File: src/rtl/core/ale_frame_receiver_assert.svh
// Assertion macros for the ALE frame receiver.
`ifndef ALE_FRAME_RECEIVER_ASSERT_SVH
`define ALE_FRAME_RECEIVER_ASSERT_SVH

`ifndef SYNTH
// same-cycle implication
`define AFR_ASSERT_IMP(name, clk, rst_n, ante, cons) \
    name: assert property (@(posedge clk) disable iff (!(rst_n)) (ante) |-> (cons)) \
        else $error("assertion failed");
// next-cycle implication
`define AFR_ASSERT_NXT(name, clk, rst_n, ante, cons) \
    name: assert property (@(posedge clk) disable iff (!(rst_n)) (ante) |=> (cons)) \
        else $error("assertion failed");
`else
`define AFR_ASSERT_IMP(name, clk, rst_n, ante, cons)
`define AFR_ASSERT_NXT(name, clk, rst_n, ante, cons)
`endif

`endif

File: src/rtl/core/afr_pkg.sv
// Shared constants, CRC function and packet class function for the ALE frame receiver.
`default_nettype none

package afr_pkg;

    localparam logic [15:0] CRC_INIT = 16'hFFFF;
    localparam logic [15:0] CRC_MSB  = 16'h8000;
    localparam logic [15:0] CRC_POLY = 16'h1021;

    // header byte positions, counted from the length high byte
    localparam logic [3:0] POS_FIRST_HDR = 4'd2;
    localparam logic [3:0] POS_APP_TYPE  = 4'd3;
    localparam logic [3:0] POS_PKT_TYPE  = 4'd7;
    localparam logic [3:0] POS_CHK_HI    = 4'd8;
    localparam logic [3:0] POS_CHK_LO    = 4'd9;
    localparam logic [3:0] CRC_BYTES     = 4'd8;
    localparam logic [3:0] ID_LAST_POS   = 4'd3;

    localparam logic [15:0] MIN_FRAME_LEN = 16'd8;
    localparam logic [15:0] ID_LEN        = 16'd4;

    localparam logic [7:0] APP_TYPE_KIND_ONE   = 8'd16;
    localparam logic [7:0] APP_TYPE_KIND_OTHER = 8'd17;
    localparam logic [7:0] RESP_TYPE_ONE       = 8'd1;

    localparam logic [7:0] PKT_CONNECT_CONF = 8'd2;
    localparam logic [7:0] PKT_DATA         = 8'd3;
    localparam logic [7:0] PKT_DISCONNECT   = 8'd4;

    localparam logic [1:0] KIND_PAYLOAD = 2'd0;
    localparam logic [1:0] KIND_PEER_ID = 2'd1;
    localparam logic [1:0] KIND_EMPTY   = 2'd2;
    localparam logic [1:0] KIND_ERROR   = 2'd3;

    localparam logic [1:0] CLS_CONNECT    = 2'd0;
    localparam logic [1:0] CLS_DATA       = 2'd1;
    localparam logic [1:0] CLS_DISCONNECT = 2'd2;

    localparam logic [1:0] ERR_CHECKSUM  = 2'd0;
    localparam logic [1:0] ERR_APP_TYPE  = 2'd1;
    localparam logic [1:0] ERR_TOO_SHORT = 2'd2;

    // one byte of CRC-16, MSB first
    function automatic logic [15:0] crc16_byte(input logic [15:0] crc, input logic [7:0] b);
        logic [15:0] c;
        c = crc ^ {b, 8'h00};
        for (int i = 0; i < 8; i++) begin
            if ((c & CRC_MSB) != 16'h0000) begin
                c = {c[14:0], 1'b0} ^ CRC_POLY;
            end else begin
                c = {c[14:0], 1'b0};
            end
        end
        return c;
    endfunction

    function automatic logic [1:0] class_of(input logic [7:0] ptype);
        logic [1:0] cls;
        cls = CLS_CONNECT;
        if (ptype == PKT_DATA) begin
            cls = CLS_DATA;
        end else if (ptype == PKT_DISCONNECT) begin
            cls = CLS_DISCONNECT;
        end
        return cls;
    endfunction

endpackage

`default_nettype wire

File: src/rtl/core/ale_frame_receiver.sv
// ALE frame receiver: deframes a byte stream, checks header CRC and type.
//
// Input channel s_valid/s_ready carries one received stream byte per item
// (s_rx_byte). Result channel m_valid/m_ready carries at most one result per
// input byte: payload byte, peer identified, empty message or error.
// cfg_wr_en/cfg_wr_data set the peer kind register; a write also forgets a
// peer kind learned from a connect confirm frame. Write it only while idle.
// A byte accepted into the input register is processed while it sits there,
// and its result is captured in the result register as the byte advances.
// Throughput is one byte per cycle while no result waits on a low m_ready;
// the CRC byte update and frame state step sit between the input register
// and the result register.
// When m_ready is low and a result is waiting, the input register holds one
// byte and s_ready drops until the result is taken.
// Reset (aresetn low, synchronous) empties both registers, returns to the
// start of a frame and clears the halt. After an error result every further
// byte is consumed with no result until reset.
`default_nettype none

`include "ale_frame_receiver_assert.svh"

module ale_frame_receiver (
    input  wire logic        aclk,
    input  wire logic        aresetn,
    input  wire logic        cfg_wr_en,
    input  wire logic        cfg_wr_data,
    input  wire logic        s_valid,
    output logic             s_ready,
    input  wire logic [7:0]  s_rx_byte,
    output logic             m_valid,
    input  wire logic        m_ready,
    output logic [1:0]       m_result_kind,
    output logic [1:0]       m_message_class,
    output logic [7:0]       m_data_byte,
    output logic             m_last_of_message,
    output logic [7:0]       m_responder_type,
    output logic [23:0]      m_peer_ident,
    output logic [1:0]       m_error_code
);

    typedef enum logic [2:0] {
        PH_LEN_HI,
        PH_LEN_LO,
        PH_HEADER,
        PH_IDENT,
        PH_PAYLOAD,
        PH_DISCARD
    } phase_t;

    phase_t      phase_reg, phase_next;
    logic [15:0] bytes_left_reg, bytes_left_next;
    logic [3:0]  hdr_pos_reg, hdr_pos_next;
    logic [15:0] crc_reg, crc_next;
    logic [15:0] chk_reg, chk_next;
    logic [7:0]  app_type_reg, app_type_next;
    logic [7:0]  pkt_type_reg, pkt_type_next;
    logic [31:0] resp_shift_reg, resp_shift_next;
    logic [1:0]  learned_reg, learned_next;   // bit1 learned, bit0 kind is one
    logic        halted_reg, halted_next;
    logic        peer_one_reg;

    logic        in_valid_reg;
    logic [7:0]  in_byte_reg;
    logic        advance;

    logic        out_valid_reg;
    logic [1:0]  out_kind_reg;
    logic [1:0]  out_cls_reg;
    logic [7:0]  out_data_reg;
    logic        out_last_reg;
    logic [7:0]  out_rtype_reg;
    logic [23:0] out_rid_reg;
    logic [1:0]  out_err_reg;

    logic        emit;
    logic [1:0]  e_kind;
    logic [1:0]  e_cls;
    logic [7:0]  e_data;
    logic        e_last;
    logic [7:0]  e_rtype;
    logic [23:0] e_rid;
    logic [1:0]  e_err;

    logic [15:0] bl_dec;
    logic [15:0] crc_upd;
    logic [15:0] len_full;
    logic [15:0] chk_full;
    logic        kind_one;
    logic [7:0]  app_expect;
    logic        err_shown;

    assign advance = in_valid_reg && (!out_valid_reg || m_ready);
    assign s_ready = !in_valid_reg || advance;

    assign bl_dec     = bytes_left_reg - 16'd1;
    assign crc_upd    = afr_pkg::crc16_byte(crc_reg, in_byte_reg);
    assign len_full   = {bytes_left_reg[15:8], in_byte_reg};
    assign chk_full   = {chk_reg[15:8], in_byte_reg};
    assign kind_one   = learned_reg[1] ? learned_reg[0] : peer_one_reg;
    assign app_expect = kind_one ? afr_pkg::APP_TYPE_KIND_ONE : afr_pkg::APP_TYPE_KIND_OTHER;

    always_comb begin
        phase_next      = phase_reg;
        bytes_left_next = bytes_left_reg;
        hdr_pos_next    = hdr_pos_reg;
        crc_next        = crc_reg;
        chk_next        = chk_reg;
        app_type_next   = app_type_reg;
        pkt_type_next   = pkt_type_reg;
        resp_shift_next = resp_shift_reg;
        learned_next    = learned_reg;
        halted_next     = halted_reg;
        emit    = 1'b0;
        e_kind  = afr_pkg::KIND_PAYLOAD;
        e_cls   = afr_pkg::CLS_CONNECT;
        e_data  = 8'h00;
        e_last  = 1'b0;
        e_rtype = 8'h00;
        e_rid   = 24'h000000;
        e_err   = afr_pkg::ERR_CHECKSUM;

        if (advance && !halted_reg) begin
            case (phase_reg)
                PH_LEN_HI: begin
                    crc_next        = afr_pkg::crc16_byte(afr_pkg::CRC_INIT, in_byte_reg);
                    bytes_left_next = {in_byte_reg, 8'h00};
                    phase_next      = PH_LEN_LO;
                end
                PH_LEN_LO: begin
                    crc_next        = crc_upd;
                    bytes_left_next = len_full;
                    if (len_full < afr_pkg::MIN_FRAME_LEN) begin
                        halted_next = 1'b1;
                        emit        = 1'b1;
                        e_kind      = afr_pkg::KIND_ERROR;
                        e_last      = 1'b1;
                        e_err       = afr_pkg::ERR_TOO_SHORT;
                    end else begin
                        hdr_pos_next = afr_pkg::POS_FIRST_HDR;
                        phase_next   = PH_HEADER;
                    end
                end
                PH_HEADER: begin
                    bytes_left_next = bl_dec;
                    if (hdr_pos_reg < afr_pkg::CRC_BYTES) begin
                        crc_next = crc_upd;
                    end
                    if (hdr_pos_reg == afr_pkg::POS_APP_TYPE) begin
                        app_type_next = in_byte_reg;
                    end else if (hdr_pos_reg == afr_pkg::POS_PKT_TYPE) begin
                        pkt_type_next = in_byte_reg;
                    end else if (hdr_pos_reg == afr_pkg::POS_CHK_HI) begin
                        chk_next = {in_byte_reg, 8'h00};
                    end else if (hdr_pos_reg == afr_pkg::POS_CHK_LO) begin
                        chk_next = chk_full;
                    end
                    if (hdr_pos_reg < afr_pkg::POS_CHK_LO) begin
                        hdr_pos_next = hdr_pos_reg + 4'd1;
                    end else begin
                        hdr_pos_next = 4'd0;
                        // check order: checksum, app type, then packet type and its length
                        if (chk_full != crc_reg) begin
                            halted_next = 1'b1;
                            emit        = 1'b1;
                            e_kind      = afr_pkg::KIND_ERROR;
                            e_last      = 1'b1;
                            e_err       = afr_pkg::ERR_CHECKSUM;
                        end else if (app_type_reg != app_expect) begin
                            halted_next = 1'b1;
                            emit        = 1'b1;
                            e_kind      = afr_pkg::KIND_ERROR;
                            e_last      = 1'b1;
                            e_err       = afr_pkg::ERR_APP_TYPE;
                        end else if (pkt_type_reg == afr_pkg::PKT_CONNECT_CONF) begin
                            if (bl_dec < afr_pkg::ID_LEN) begin
                                halted_next = 1'b1;
                                emit        = 1'b1;
                                e_kind      = afr_pkg::KIND_ERROR;
                                e_last      = 1'b1;
                                e_err       = afr_pkg::ERR_TOO_SHORT;
                            end else begin
                                resp_shift_next = 32'h0;
                                phase_next      = PH_IDENT;
                            end
                        end else if (pkt_type_reg == afr_pkg::PKT_DATA ||
                                     pkt_type_reg == afr_pkg::PKT_DISCONNECT) begin
                            if (bl_dec == 16'd0) begin
                                phase_next = PH_LEN_HI;
                                emit       = 1'b1;
                                e_kind     = afr_pkg::KIND_EMPTY;
                                e_cls      = afr_pkg::class_of(pkt_type_reg);
                                e_last     = 1'b1;
                            end else begin
                                phase_next = PH_PAYLOAD;
                            end
                        end else begin
                            // unknown packet type: drop the rest of the frame
                            phase_next = (bl_dec == 16'd0) ? PH_LEN_HI : PH_DISCARD;
                        end
                    end
                end
                PH_IDENT: begin
                    bytes_left_next = bl_dec;
                    resp_shift_next = {resp_shift_reg[23:0], in_byte_reg};
                    if (hdr_pos_reg != afr_pkg::ID_LAST_POS) begin
                        hdr_pos_next = hdr_pos_reg + 4'd1;
                    end else begin
                        hdr_pos_next = 4'd0;
                        learned_next = {1'b1, resp_shift_reg[23:16] == afr_pkg::RESP_TYPE_ONE};
                        phase_next   = (bl_dec == 16'd0) ? PH_LEN_HI : PH_PAYLOAD;
                        emit         = 1'b1;
                        e_kind       = afr_pkg::KIND_PEER_ID;
                        e_last       = (bl_dec == 16'd0);
                        e_rtype      = resp_shift_reg[23:16];
                        e_rid        = {resp_shift_reg[15:0], in_byte_reg};
                    end
                end
                PH_PAYLOAD: begin
                    bytes_left_next = bl_dec;
                    if (bl_dec == 16'd0) begin
                        phase_next = PH_LEN_HI;
                    end
                    emit   = 1'b1;
                    e_kind = afr_pkg::KIND_PAYLOAD;
                    e_cls  = afr_pkg::class_of(pkt_type_reg);
                    e_data = in_byte_reg;
                    e_last = (bl_dec == 16'd0);
                end
                PH_DISCARD: begin
                    bytes_left_next = bl_dec;
                    if (bl_dec == 16'd0) begin
                        phase_next = PH_LEN_HI;
                    end
                end
                default: begin
                    phase_next = PH_LEN_HI;
                end
            endcase
        end

        // a register write forgets the learned peer kind
        if (cfg_wr_en) begin
            learned_next = 2'b00;
        end
    end

    always_ff @(posedge aclk) begin
        if (!aresetn) begin
            phase_reg      <= PH_LEN_HI;
            bytes_left_reg <= 16'h0000;
            hdr_pos_reg    <= 4'd0;
            crc_reg        <= afr_pkg::CRC_INIT;
            chk_reg        <= 16'h0000;
            app_type_reg   <= 8'h00;
            pkt_type_reg   <= 8'h00;
            resp_shift_reg <= 32'h0;
            learned_reg    <= 2'b00;
            halted_reg     <= 1'b0;
            peer_one_reg   <= 1'b0;
            in_valid_reg   <= 1'b0;
            out_valid_reg  <= 1'b0;
            out_kind_reg   <= afr_pkg::KIND_PAYLOAD;
            out_cls_reg    <= afr_pkg::CLS_CONNECT;
            out_data_reg   <= 8'h00;
            out_last_reg   <= 1'b0;
            out_rtype_reg  <= 8'h00;
            out_rid_reg    <= 24'h000000;
            out_err_reg    <= afr_pkg::ERR_CHECKSUM;
        end else begin
            phase_reg      <= phase_next;
            bytes_left_reg <= bytes_left_next;
            hdr_pos_reg    <= hdr_pos_next;
            crc_reg        <= crc_next;
            chk_reg        <= chk_next;
            app_type_reg   <= app_type_next;
            pkt_type_reg   <= pkt_type_next;
            resp_shift_reg <= resp_shift_next;
            learned_reg    <= learned_next;
            halted_reg     <= halted_next;
            if (cfg_wr_en) begin
                peer_one_reg <= cfg_wr_data;
            end
            if (s_valid && s_ready) begin
                in_valid_reg <= 1'b1;
            end else if (advance) begin
                in_valid_reg <= 1'b0;
            end
            if (emit) begin
                out_valid_reg <= 1'b1;
                out_kind_reg  <= e_kind;
                out_cls_reg   <= e_cls;
                out_data_reg  <= e_data;
                out_last_reg  <= e_last;
                out_rtype_reg <= e_rtype;
                out_rid_reg   <= e_rid;
                out_err_reg   <= e_err;
            end else if (m_ready) begin
                out_valid_reg <= 1'b0;
            end
        end
    end

    // input payload register
    always_ff @(posedge aclk) begin
        if (s_valid && s_ready) begin
            in_byte_reg <= s_rx_byte;
        end
    end

    assign m_valid           = out_valid_reg;
    assign m_result_kind     = out_kind_reg;
    assign m_message_class   = out_cls_reg;
    assign m_data_byte       = out_data_reg;
    assign m_last_of_message = out_last_reg;
    assign m_responder_type  = out_rtype_reg;
    assign m_peer_ident      = out_rid_reg;
    assign m_error_code      = out_err_reg;

    assign err_shown = m_valid && (m_result_kind == afr_pkg::KIND_ERROR);

    // once halted, only reset leaves the halt
    `AFR_ASSERT_NXT(a_halt_sticky, aclk, aresetn, halted_reg, halted_reg)
    // an error result always closes its frame
    `AFR_ASSERT_IMP(a_err_last, aclk, aresetn, err_shown, m_last_of_message)
    // a result is produced only from a byte sitting in the input register
    `AFR_ASSERT_IMP(a_emit_src, aclk, aresetn, emit, advance && !halted_reg)

endmodule

`default_nettype wire
File: config.mk
export PLATFORM = sky130hd
export DESIGN_NAME = ale_frame_receiver
export DESIGN_NICKNAME = d
export VERILOG_FILES = /design/src/rtl/core/afr_pkg.sv /design/src/rtl/core/ale_frame_receiver.sv
export VERILOG_INCLUDE_DIRS = /design/src /design/src/rtl/core
export SDC_FILE = /design/constraint.sdc
export NUM_CORES = 1
export LEC_CHECK = 0
export ABC_CLOCK_PERIOD_IN_PS = 5350
export BUFFER_PORTS_ARGS = -buffer_cell sky130_fd_sc_hd__buf_2
export CAP_MARGIN = 20
export CORE_ASPECT_RATIO = 0.8
export CORE_MARGIN = 5
export CORE_UTILIZATION = 36
export DETAILED_ROUTE_END_ITERATION = 10
export PLACE_DENSITY = 0.54
export SYNTH_ARGS = -nofsm -noshare
export SYNTH_HDL_FRONTEND = slang
export SYNTH_SLANG_ARGS = --single-unit
File: constraint.sdc
create_clock -name aclk -period 5.35 [get_ports aclk]
set_clock_uncertainty 0.05 [all_clocks]
set_input_delay 1.07 -clock aclk [delete_from_list [all_inputs] [get_ports aclk]]
set_output_delay 1.07 -clock aclk [all_outputs]
set_load 0.005 [all_outputs]
Word level (Yosys, flattened, before mapping)
Index checks and enable logic that the tools add are counted.
W data, S select, Z words.
{"block": "op_classes", "n_addsub": 2, "magnitude_cmp": 4, "eq_ne": 29, "n_mux": 121, "bitwise_logic": 23, "reduce_logical": 33}
{"op": "$mux W16", "count": 16}
{"op": "$mux W13", "count": 16}
{"op": "$mux W24", "count": 8}
{"op": "$pmux W16 S3", "count": 2}
{"op": "$mux W2", "count": 25}
{"op": "$mux W8", "count": 6}
{"op": "$not A3 Y3", "count": 16}
{"op": "$pmux W24 S2", "count": 1}
{"op": "$mux W3", "count": 11}
{"op": "$mux W1", "count": 25}
{"op": "$ne A2 B2 Y1 const B", "count": 9}
{"op": "$eq A8 B2 Y1 const B", "count": 2}
{"op": "$logic_not A16 Y1", "count": 1}
{"op": "$lt A16 B3 Y1 const B", "count": 1}
{"op": "$lt A16 B4 Y1 const B", "count": 1}
{"op": "$ne A16 B16 Y1", "count": 1}
{"op": "$not A16 Y16", "count": 1}
{"op": "$sub A16 B1 Y16 const B", "count": 1}
{"op": "$xor A16 B16 Y16", "count": 1}
{"op": "$pmux W3 S5", "count": 1}
{"op": "$reduce_and A3 Y1", "count": 5}
{"op": "$mux W4", "count": 3}
{"op": "$pmux W4 S3", "count": 1}
{"op": "$reduce_bool A2 Y1", "count": 5}
{"op": "33 further kinds", "count": 53}
{"block": "word_totals", "ff_bits": 148, "input_bits": 14, "out_inout_bits": 49, "wordCells": 234}

Longest topological paths before layout
Gate-level depths: netlist of the first run.
{"block": "depth", "word_depth": 32, "mapped_depth": 12, "mapped_depth_nobuf": 9}

Worst setup path after synthesis of the first run
No wires, ideal clock.
{"block": "synth_timing", "kind": "input-to-reg", "startpoint": "in m_ready", "endpoint": "reg out_rid_reg[16] (netlist: m_peer_ident[16])", "setup_time_ps": 117, "arrival_time_ps": 2979, "required_ps": 5183, "slack_ps": 2204, "cell_stages": 8, "path_buffers": 1, "cell_sequence": "nor2b_1 > nor3b_1 > o21ai_0 > a2111oi_4 > o2bb2ai_2 > nor2_2 > buf_2 > a22o_1"}
{"block": "synth_between", "elab_chain_len": 4, "word_cells_on_any_way": 5, "classes_between": "mux: 2; reduce/logical: 3"}
{"element": "start, declared", "line": "ale_frame_receiver.sv:31", "rtl": "input wire logic m_ready,"}
{"element": "$logic_or A1 B1 Y1 *", "line": "ale_frame_receiver.sv:92", "rtl": "assign advance = in_valid_reg && (!out_valid_reg || m_ready);"}
{"element": "$logic_and A1 B1 Y1 *", "line": "ale_frame_receiver.sv:92"}
{"element": "$logic_and A1 B1 Y1 *", "line": "ale_frame_receiver.sv:122", "rtl": "if (advance && !halted_reg) begin"}
{"element": "$mux W24 or $mux W1 (tied branches)", "line": "ale_frame_receiver.sv:122"}
{"element": "end signal, assigned", "line": "ale_frame_receiver.sv:295", "rtl": "out_rid_reg <= e_rid;"}
{"element": "end, declared", "line": "ale_frame_receiver.sv:72", "rtl": "logic [23:0] out_rid_reg;"}
Mark *: on every way between the ends. The rest lies on a longest branch, timed or not.
A chain may end at the register's enable or synchronous reset.

Final worst setup path of the first run
{"block": "layout_timing", "startpoint": "reg bytes_left_reg[0]", "endpoint": "reg phase_reg[0]"}
{"block": "layout_between", "elab_chain_len": 9, "word_cells_on_any_way": 13, "classes_between": "add/sub: 1; order compare: 1; eq/ne: 2; mux: 7; reduce/logical: 2"}
{"element": "start, declared", "line": "ale_frame_receiver.sv:51", "rtl": "logic [15:0] bytes_left_reg, bytes_left_next;"}
{"element": "start signal, assigned", "line": "ale_frame_receiver.sv:271", "rtl": "bytes_left_reg <= bytes_left_next;"}
{"element": "$sub A16 B1 Y16 *", "line": "ale_frame_receiver.sv:95", "rtl": "assign bl_dec = bytes_left_reg - 16'd1;"}
{"element": "$logic_not A16 Y1", "line": "ale_frame_receiver.sv:198, ale_frame_receiver.sv:220, ale_frame_receiver.sv:231"}
{"element": "$mux W3", "line": "ale_frame_receiver.sv:198", "rtl": "phase_next = (bl_dec == 16'd0) ? PH_LEN_HI : PH_DISCARD;"}
{"element": "$mux W3", "line": "ale_frame_receiver.sv:185", "rtl": "end else if (pkt_type_reg == afr_pkg::PKT_DATA ||"}
{"element": "$mux W3", "line": "ale_frame_receiver.sv:174", "rtl": "end else if (pkt_type_reg == afr_pkg::PKT_CONNECT_CONF) begin"}
{"element": "$mux W3", "line": "ale_frame_receiver.sv:168", "rtl": "end else if (app_type_reg != app_expect) begin"}
{"element": "$mux W3", "line": "ale_frame_receiver.sv:162", "rtl": "if (chk_full != crc_reg) begin"}
{"element": "$mux W3", "line": "ale_frame_receiver.sv:157", "rtl": "if (hdr_pos_reg < afr_pkg::POS_CHK_LO) begin"}
{"element": "$pmux W3 S5", "line": "ale_frame_receiver.sv:123", "rtl": "case (phase_reg)"}
{"element": "end signal, assigned", "line": "ale_frame_receiver.sv:270", "rtl": "phase_reg <= phase_next;"}
{"element": "end, declared", "line": "ale_frame_receiver.sv:50", "rtl": "phase_t phase_reg, phase_next;"}
Mark *: on every way between the ends. The rest lies on a longest branch, timed or not. The select of a mux whose other input is x is not followed.

==> results of run 1 <==
## worst max-delay path: stages, from the launching register on
cell and delay, ps:
dfxtp_1 410, inv_1 120, ha_1 350, or4b_1 500
o31a_1 260, a2111oi_2 320, o21ai_0 170, nor4_1 680
a221o_1 370, mux2i_1 210
## per-stage QoR
step,power [mW],worst slack [ps],hold WS (ps),cells,util (%)
finish,2.62,1850,417,1076,41.7
global route,2.73,1600,435,1076,41.7
CTS,2.64,1790,416,1073,41.4
detailed placement,1.47,1810,398,1041,38.5
global placement,1.47,1820,399,1041,38.5
floorplan,1.40,2200,392,766,-
## final timing paths
| kind | cells after the start | slack [ps] | endpoint | start |
|---|---|---|---|---|
| min reg2reg | 2 | 420 | m_data_byte[2]$_SDFFE_PN0P_ | m_data_byte[2]$_SDFFE_PN0P_ |
| max | 9 | 1850 | phase_reg[0]$_SDFFE_PN0P_ | bytes_left_reg[0]$_SDFFE_PN0P_ |
| min | 2 | 420 | m_data_byte[2]$_SDFFE_PN0P_ | m_data_byte[2]$_SDFFE_PN0P_ |
| max reg2reg | 9 | 1850 | phase_reg[0]$_SDFFE_PN0P_ | bytes_left_reg[0]$_SDFFE_PN0P_ |
## placed cells by master (no fill, tap or decap), types with 9 or more instances in the layout
cell type,count
xnor2_1,31
o211ai_1,18
nor4_1,11
a22o_1,57
mux2i_1,32
ha_1,9
inv_1,14
dfxtp_1,140
nand2_1,54
buf_2,63
nor2_1,56
a21oi_1,18
nand3_1,24
nor2b_1,31
nor3_1,16
o21ai_0,19
clkbuf_16,17
nand2b_1,13
xor2_1,28
## Yosys cell counts (all sizes together), types with 4 or more instances
cell | n | share of area [%]
dfxtp | 140 | 40
a22o | 57 | 7.0
nor2 | 57 | 3.1
nand2 | 55 | 2.9
clkbuf | 49 | 2.6
mux2i | 32 | 4.5
nor2b | 31 | 2.7
xnor2 | 31 | 3.8
xor2 | 28 | 3.5
nand3 | 24 | 1.7
o21ai | 21 | 1.5
a21oi | 19 | 1.5
nor3 | 18 | 1.3
o211ai | 18 | 1.9
inv | 14 | 0.74
nand2b | 13 | 1.1
a21boi | 12 | 1.3
nor4 | 11 | 0.97
buf | 10 | 0.83
ha | 9 | 1.6
edfxtp | 8 | 3.4
nand4 | 8 | 0.71
a31oi | 7 | 0.62
a21o | 6 | 0.63
and2 | 6 | 0.53
o22ai | 6 | 0.53
or3 | 6 | 0.60
a211oi | 5 | 0.53
nor3b | 5 | 0.53
nor4b | 5 | 0.71
nand3b | 4 | 0.42
o221a | 4 | 0.63
## kinds of logic (layout without fill, tap and decap cells)
group | count (synthesis) | in the layout | synth area share [%]
and+or+nand+nor | 257 | 257 | 18.9
buffers and inverters | 73 | 119 | 4.16
AOI/OAI and AO/OA | 187 | 187 | 20.5
DFF | 148 | 148 | 42.9
adders and majority gates | 9 | 9 | 1.59
muxes | 33 | 33 | 4.67
xor gates and xnor gates | 59 | 59 | 7.28
## layout make-up
type	count	area share [%]
clock inverter	15	1.79
inverter	14	0.643
sequential	148	37.2
timing repair buffer	73	5.11
clock buffer	17	5.20
multi-input combinational	545	46.0
tap	264	4.04
## layer usage
metal	routed length, µm	up-vias
li1	-	2819
met1	9720	2693
met2	8190	104
met3	836	22
met4	295	0
met5	0	-
## power groups by stage
stage / Combinational, mW / Clock [mW] / Sequential [mW]
after global routing: 0.291 / 1.25 / 1.20
after detailed placement: 0.257 / 0 / 1.22
final: 0.261 / 1.16 / 1.19
after global placement: 0.257 / 0 / 1.22
after floorplan: 0.228 / 0 / 1.18
after CTS: 0.258 / 1.19 / 1.19
==> impl_metrics.py, run 1 <==
metrics = {
    "timing": {
        "drv_slew": 0,
        "hold_viol": 0,
        "tightest_slew_ps": 958,
        "relSlewSlack_pct": 35.7,
        "fin_tns_setup_ps": 0,
        "grt_setup_unrepaired": "no",
        "max_freq_mhz": 286,
        "post-route-period-util_pct": 65.4,
        "finalCriticalPeriod_ps": 3500,
        "setup_viol": 0,
    },
    "place": {
        "place_congestion": 0.942,
        "dp_hpwl_um": 12700,
        "dpl-instance-area_um2": 7560,
        "io_buffers": 62,
    },
    "power_and_ir_drop": {
        "internal_power_mw": 1.90,
        "power_frac_comb_pct": 10.0,
        "power.density_nw_per_um2": 320,
        "p_switching_uw": 719,
        "switching_share_pct": 27.5,
        "ir_drop_mv": 0.196,
        "p_seq_share_pct": 45.6,
        "p_leak_nw": 3.16,
        "clkPwrFrac_pct": 44.4,
    },
    "clock_network": {
        "insertion_delay_ps": 430,
        "path_clk_slew_ps": 70,
        "clockBufferDepth": 2,
        "ctsHtreeMaxLevel": 4,
        "cts-root-buf": "clkbuf_16",
        "tritoncts": "built",
        "postCtsResizedCells": 0,
        "postCtsSetupBuffers": 0,
        "hold_buffers": 0,
        "cts_num_sinks": 148,
        "cts_buffers": 17,
    },
    "global_route": {
        "met3_usage_pct": 4.81,
        "groute.usage.overall_pct": 17.0,
        "grt_pass1_vias": 5358,
        "antenna_found_initial": 0,
        "grt_pass1_wl_um": 30600,
        "grt_overflow": 0,
        "grt_busiest_layer": "met2",
        "gr-usage-met2_pct": 24.9,
        "grt_start_max_net_pins": 54,
        "use_met1_pct": 24.3,
    },
    "floorplanning": {
        "design.core.area_um2": 19600,
        "rows": 46,
        "chipHeight_um": 136,
        "die_w_um": 167,
        "io_pins": 63,
        "start_util_pct": 36.1,
        "dieArea_um2": 22600,
    },
    "routing": {
        "drt-initial-drc-count": 430,
        "firstDrtPassIters": 5,
        "wl_per_cell_um": 17.7,
        "routed_via_density": 5.24,
        "totalWireLength_um": 19000,
        "postRouteAntennaNets": 0,
        "drcViolationCount": 0,
        "vias": 5638,
    },
    "synth": {
        "synth_flop_cell": "dfxtp_1",
        "netlist_instances": 766,
        "ys_seq_area_share_pct": 42.9,
        "syn_area_um2": 7090,
        "async_reset_ff_share_pct": 0,
        "synth_seq_cells": 148,
        "syn_nets": 789,
        "synth_edf_count": 8,
        "yosysWarnings": 0,
        "synth.avg_cell_area_um2": 9.26,
        "ys_types": 71,
    },
    "finish": {
        "fin_area_um2": 8180,
        "multi_input_area_um2": 3760,
        "drive_gt1_share_pct": 16.0,
        "layout.nets": 822,
        "n_fill_cell": 1965,
        "antenna_cells": 0,
        "syn_to_final_growth_pct": 15.3,
        "final-seq-area_um2": 3040,
    },
    "setup_path": {
        "crit_fanout": 10,
        "crit_required_ps": 5660,
        "arrival_ps": 3810,
        "criticalPathCategory": "flip-flop to flip-flop",
        "crit_path_end_kind": "flip-flop",
        "cp-start-kind": "flip-flop",
    },
    "flow_run": {
        "maxCapViolCount": 0,
    },
    "hold_path": {
        "worst_hold_path_type": "flip-flop to flip-flop",
    },
    "run_status": {
        "status": "finished, final reports clean",
    },
}
Note: power is estimated with default switching activity, not from simulation.
==> inputs of run 2 (changes only) <==
--- a/config.mk
+++ b/config.mk
@@ -6,7 +6,7 @@
 export SDC_FILE = /design/constraint.sdc
 export NUM_CORES = 1
 export LEC_CHECK = 0
-export ABC_CLOCK_PERIOD_IN_PS = 5350
+export ABC_CLOCK_PERIOD_IN_PS = 3300
 export BUFFER_PORTS_ARGS = -buffer_cell sky130_fd_sc_hd__buf_2
 export CAP_MARGIN = 20
 export CORE_ASPECT_RATIO = 0.8
==> constraint.sdc (replaced) <==
create_clock -name aclk -period 3.3 [get_ports aclk]
set_clock_uncertainty 0.05 [all_clocks]
set_input_delay 0.66 -clock aclk [delete_from_list [all_inputs] [get_ports aclk]]
set_output_delay 0.66 -clock aclk [all_outputs]
set_load 0.005 [all_outputs]
==> run 2 against run 1 <==
Against the previous run:
- combinational power is 97% higher
- design area rose by 3.1%
- register-to-register slack lost 1700 ps
- total power rose by 63%
- clock power up 61%
- hold slack lost 75 ps
- sequential share of layout area shrank 1.1 points
- fmax increased by 12%
- worst setup slack worse by 1700 ps
- critical path type unchanged
- largest cell class unchanged
==> impl_metrics.py, run 2 (synthesized netlist as in run 1, its figures left out) <==
metrics = {
    "place": {
        "dpl-instance-area_um2": 7840,
        "place_congestion": 0.920,
        "dp_hpwl_um": 13400,
        "io_buffers": 62,
        "placed_cells": 1078,
        "place_ws_ps": 92.5,
    },
    "finish": {
        "mostFrequentLayoutCells": "140 x dfxtp_1, 62 x buf_2, 57 x a22o_1, 56 x nor2_1, 54 x nand2_1",
        "syn_to_final_growth_pct": 18.9,
        "post-route-util_pct": 43.0,
        "fin_area_um2": 8430,
        "mostFrequentLayoutCell": "dfxtp_1",
        "antenna_cells": 0,
        "instances_no_fill": 1112,
        "drive_gt1_share_pct": 19.6,
        "layout.nets": 858,
    },
    "global_route": {
        "met3_usage_pct": 3.97,
        "groute.usage.overall_pct": 17.6,
        "use_met1_pct": 26.1,
        "grt_overflow": 0,
        "gr-usage-met2_pct": 25.7,
        "grt_start_max_net_pins": 77,
        "grt_pass1_vias": 5361,
        "grt_pass1_wl_um": 31000,
        "antenna_found_initial": 0,
        "grt_busiest_layer": "met1",
    },
    "timing": {
        "setup_viol": 0,
        "hold_viol": 0,
        "fin_ws_ps": 183,
        "relSlewSlack_pct": 46.4,
        "tightest_slew_ps": 803,
        "post-route-period-util_pct": 94.5,
        "finalCriticalPeriod_ps": 3120,
        "max_freq_mhz": 321,
        "grt_setup_unrepaired": "no",
        "fin_tns_setup_ps": 0,
        "drv_slew": 0,
        "hold_ws_ps": 342,
    },
    "setup_path": {
        "crit_required_ps": 3610,
        "arrival_ps": 3420,
        "crit_path_end_kind": "flip-flop",
        "criticalPathCategory": "flip-flop to flip-flop",
        "crit_fanout": 9,
        "cp-start-kind": "flip-flop",
    },
    "floorplanning": {
        "chipHeight_um": 136,
        "die_w_um": 167,
        "design.core.area_um2": 19600,
        "io_pins": 63,
        "start_util_pct": 36.1,
        "dieArea_um2": 22600,
        "rows": 46,
    },
    "run_status": {
        "status": "finished, final reports clean",
    },
    "routing": {
        "drt-initial-drc-count": 407,
        "wl_per_cell_um": 18.0,
        "drcViolationCount": 0,
        "postRouteAntennaNets": 0,
        "routed_via_density": 5.18,
        "vias": 5758,
        "totalWireLength_um": 20000,
        "firstDrtPassIters": 5,
    },
    "clock_network": {
        "cts_buffers": 17,
        "cts_num_sinks": 148,
        "insertion_delay_ps": 440,
        "path_clk_slew_ps": 70,
        "tritoncts": "built",
        "cts-root-buf": "clkbuf_16",
        "ctsHtreeMaxLevel": 4,
        "clockBufferDepth": 2,
    },
    "power_and_ir_drop": {
        "power_mw": 4.27,
        "power.density_nw_per_um2": 506,
        "ir_drop_mv": 0.317,
        "p_leak_nw": 3.33,
    },
    "hold_path": {
        "worst_hold_path_type": "input port to flip-flop",
    },
    "flow_run": {
        "maxCapViolCount": 0,
    },
}
run 2: area by class of cell:
cell class / count / area [µm²]
Sequential cell: 148 / 3040
Timing Repair Buffer: 108 / 663
Clock buffer: 19 / 453
Clock inverter: 13 / 113
Fill cell: 1942 / 11200
Tap cell: 264 / 330
Multi-Input combinational cell: 546 / 3780
Inverter: 14 / 52.6
run 2: timing repair:
item,CTS,global route
hold buffers,0,0
endpoints found under the setup margin,0,24
setup buffers,0,0
endpoints found under the hold margin,0,0
resized for setup,0,1
run 2: worst paths after layout:
kind                             startpoint                           to  slack (ps)  depth (start not counted)
max          bytes_left_reg[1]$_SDFFE_PN0P_    phase_reg[1]$_SDFFE_PN0P_         180                          9
min                            s_rx_byte[0]     in_byte_reg[0]$_DFFE_PP_         340                          1
max reg2reg  bytes_left_reg[1]$_SDFFE_PN0P_    phase_reg[1]$_SDFFE_PN0P_         180                          9
min reg2reg     m_data_byte[1]$_SDFFE_PN0P_  m_data_byte[1]$_SDFFE_PN0P_         410                          2
run 2: routing by layer:
metal	routed length, µm	vias to the layer above
met5	0	-
met4	167	0
met3	949	11
met2	8670	120
met1	10200	2721
li1	-	2906
run 2: worst max-delay path: stages (launching register included):
cell and delay [ps]:
dfxtp_1 380, inv_1 110, ha_1 160, or4b_1 470
o31a_1 270, a2111oi_2 320, o21ai_0 170, nor4_1 550
a221o_1 360, mux2i_1 210
run 2: power breakdown:
part | internal (mW) | total, mW | switching, mW | leakage, nW
Sequential | 1.84 | 1.89 | 0.0448 | 1.21
Combinational | 0.210 | 0.515 | 0.305 | 1.85
Clock | 1.03 | 1.87 | 0.844 | 0.265
Total | 3.08 | 4.27 | 1.19 | 3.33
==> inputs of run 3 (changes only) <==
--- a/config.mk
+++ b/config.mk
@@ -12,6 +12,7 @@
 export CORE_ASPECT_RATIO = 0.8
 export CORE_MARGIN = 5
 export CORE_UTILIZATION = 36
+export CTS_BUF_LIST = sky130_fd_sc_hd__clkbuf_2 sky130_fd_sc_hd__clkbuf_4 sky130_fd_sc_hd__clkbuf_8
 export DETAILED_ROUTE_END_ITERATION = 10
 export PLACE_DENSITY = 0.54
 export SYNTH_ARGS = -nofsm -noshare
==> run 3 against run 2 <==
Against the previous run:
- sequential power about the same
- critical endpoint unchanged
- fmax down 1.2%
- total power down 12%
- register-to-register slack worse by 40 ps
- first-iteration DRC count down 3.4%
- non-clock buffer count unchanged
- flip-flop and latch count unchanged
- largest power group unchanged
- hold slack worse by 33 ps
==> impl_metrics.py, run 3 (synthesized netlist as in run 1, its figures left out) <==
metrics = {
    "floorplanning": {
        "chipHeight_um": 136,
        "start_util_pct": 36.1,
        "die_w_um": 167,
        "dieArea_um2": 22600,
        "io_pins": 63,
        "design.core.area_um2": 19600,
        "rows": 46,
    },
    "finish": {
        "drive_gt1_share_pct": 19.6,
        "fin_area_um2": 8240,
        "mostFrequentLayoutCells": "140 x dfxtp_1, 62 x buf_2, 57 x a22o_1, 56 x nor2_1, 54 x nand2_1",
        "layout.nets": 858,
        "antenna_cells": 0,
        "syn_to_final_growth_pct": 16.2,
        "mostFrequentLayoutCell": "dfxtp_1",
    },
    "setup_path": {
        "r2r_cells": 9,
        "cp-startpoint": "bytes_left_reg[1]$_SDFFE_PN0P_",
        "r2r-start": "bytes_left_reg[1]$_SDFFE_PN0P_",
        "cp-start-kind": "flip-flop",
        "crit_family": "compound AO/OA/AOI/OAI gates",
        "worstPathCellList": "inv_1, ha_1, or4b_1, o31a_1, a2111oi_2, o21ai_0, nor4_1, a221o_1, mux2i_1",
        "ff2ff_setup_slack_ps": 150,
        "critPathCapture": "phase_reg[1]$_SDFFE_PN0P_",
        "cpMaxStageDelayCell": "nor4_1",
        "r2r-end": "phase_reg[1]$_SDFFE_PN0P_",
        "crit_required_ps": 3630,
        "crit_path_end_kind": "flip-flop",
        "crit_fanout": 9,
        "arrival_ps": 3490,
        "critPathMaxStageDelay_ps": 570,
        "timing.critical_path.depth": 9,
        "path_buf_inv": 1,
        "criticalPathCategory": "flip-flop to flip-flop",
    },
    "run_status": {
        "status": "finished, final reports clean",
    },
    "place": {
        "place_congestion": 0.920,
        "dp_hpwl_um": 13400,
        "io_buffers": 62,
        "dpl-instance-area_um2": 7840,
    },
    "clock_network": {
        "cts_num_sinks": 148,
        "clockBufferDepth": 2,
        "path_clk_slew_ps": 100,
        "tritoncts": "built",
        "insertion_delay_ps": 470,
        "cts-root-buf": "clkbuf_8",
        "postCtsSetupBuffers": 0,
        "ctsHtreeMaxLevel": 4,
        "cts_buffers": 17,
    },
    "hold_path": {
        "whs_path_depth": 1,
        "holdCritStartpoint": "s_rx_byte[0]",
        "worst_hold_path_type": "input port to flip-flop",
    },
    "routing": {
        "routed_via_density": 5.21,
        "totalWireLength_um": 19800,
        "firstDrtPassIters": 5,
        "drt-initial-drc-count": 393,
        "wl_per_cell_um": 17.8,
        "vias": 5791,
        "postRouteAntennaNets": 0,
        "drcViolationCount": 0,
    },
    "timing": {
        "fin_tns_setup_ps": 0,
        "grt_setup_unrepaired": "no",
        "relSlewSlack_pct": 48.2,
        "max_freq_mhz": 317,
        "tightest_slew_ps": 778,
        "post-route-period-util_pct": 95.6,
        "setup_viol": 0,
        "hold_viol": 0,
        "finalCriticalPeriod_ps": 3150,
        "drv_slew": 0,
    },
    "global_route": {
        "grt_pass1_vias": 5340,
        "grt_start_max_net_pins": 77,
        "grt_overflow": 0,
        "grt_pass1_wl_um": 30800,
        "antenna_found_initial": 0,
        "groute.usage.overall_pct": 17.4,
    },
    "power_and_ir_drop": {
        "power.density_nw_per_um2": 456,
        "p_leak_nw": 3.24,
        "ir_drop_mv": 0.225,
    },
    "flow_run": {
        "maxCapViolCount": 0,
    },
}
run 3: cell counts in the layout (fill, tap and decap cells not counted):
No cell type changed its count.
run 3: power breakdown:
| part | total (mW) | leakage [nW] | internal, mW | switching, mW |
|---|---|---|---|---|
| Clock | 1.36 | 0.178 | 0.584 | 0.776 |
| Sequential | 1.88 | 1.21 | 1.84 | 0.0447 |
| Combinational | 0.515 | 1.85 | 0.210 | 0.305 |
| Total | 3.76 | 3.24 | 2.63 | 1.13 |
run 3: worst min path at each step:
| stage | endpoint | slack (ps) |
|---|---|---|
| global placement | m_result_kind[0]$_SDFFE_PN0P_ | 400 |
| floorplan | halted_reg$_SDFFE_PN0P_ | 390 |
| finish | in_byte_reg[0]$_DFFE_PP_ | 310 |
| CTS | in_byte_reg[0]$_DFFE_PP_ | 290 |
| detailed placement | m_result_kind[0]$_SDFFE_PN0P_ | 400 |
| global route | in_byte_reg[2]$_DFFE_PP_ | 290 |
run 3: final cells by class:
| class | instances | area (µm²) |
|---|---|---|
| clock buffer | 19 | 262 |
| clock inverter | 13 | 113 |
| fill | 1952 | 11400 |
| inverter | 14 | 52.6 |
| multi-input combinational | 546 | 3780 |
| sequential | 148 | 3040 |
| tap | 264 | 330 |
| timing repair buffer | 108 | 663 |
run 3: repair_timing:
item | CTS | global route
resized for setup | 0 | 1
setup endpoints to repair | 0 | 24
hold buffers | 0 | 0
run 3: layer usage:
| layer | global-route usage, % | wire length, µm | up-vias |
|---|---|---|---|
| met3 | 3.35 | 836 | 13 |
| met2 | 25.6 | 8580 | 123 |
| met4 | 4.54 | 203 | 0 |
| met5 | 0 | 0 | - |
| li1 | - | - | 2900 |
| met1 | 26.0 | 10200 | 2755 |
run 3: metrics by stage:
stage          total power, mW  hold WS, ps  instances  worst slack [ps]  util (%)
2_1_floorplan             2.28          392        766               359         -
3_3_place_gp              2.43          400       1078               147      39.9
3_5_place_dp              2.43          398       1078              92.5      39.9
4_1_cts                   3.79          289       1110              81.0      41.8
5_1_grt                   3.93          292       1112             0.953      42.0
6_report                  3.76          309       1112               146      42.0
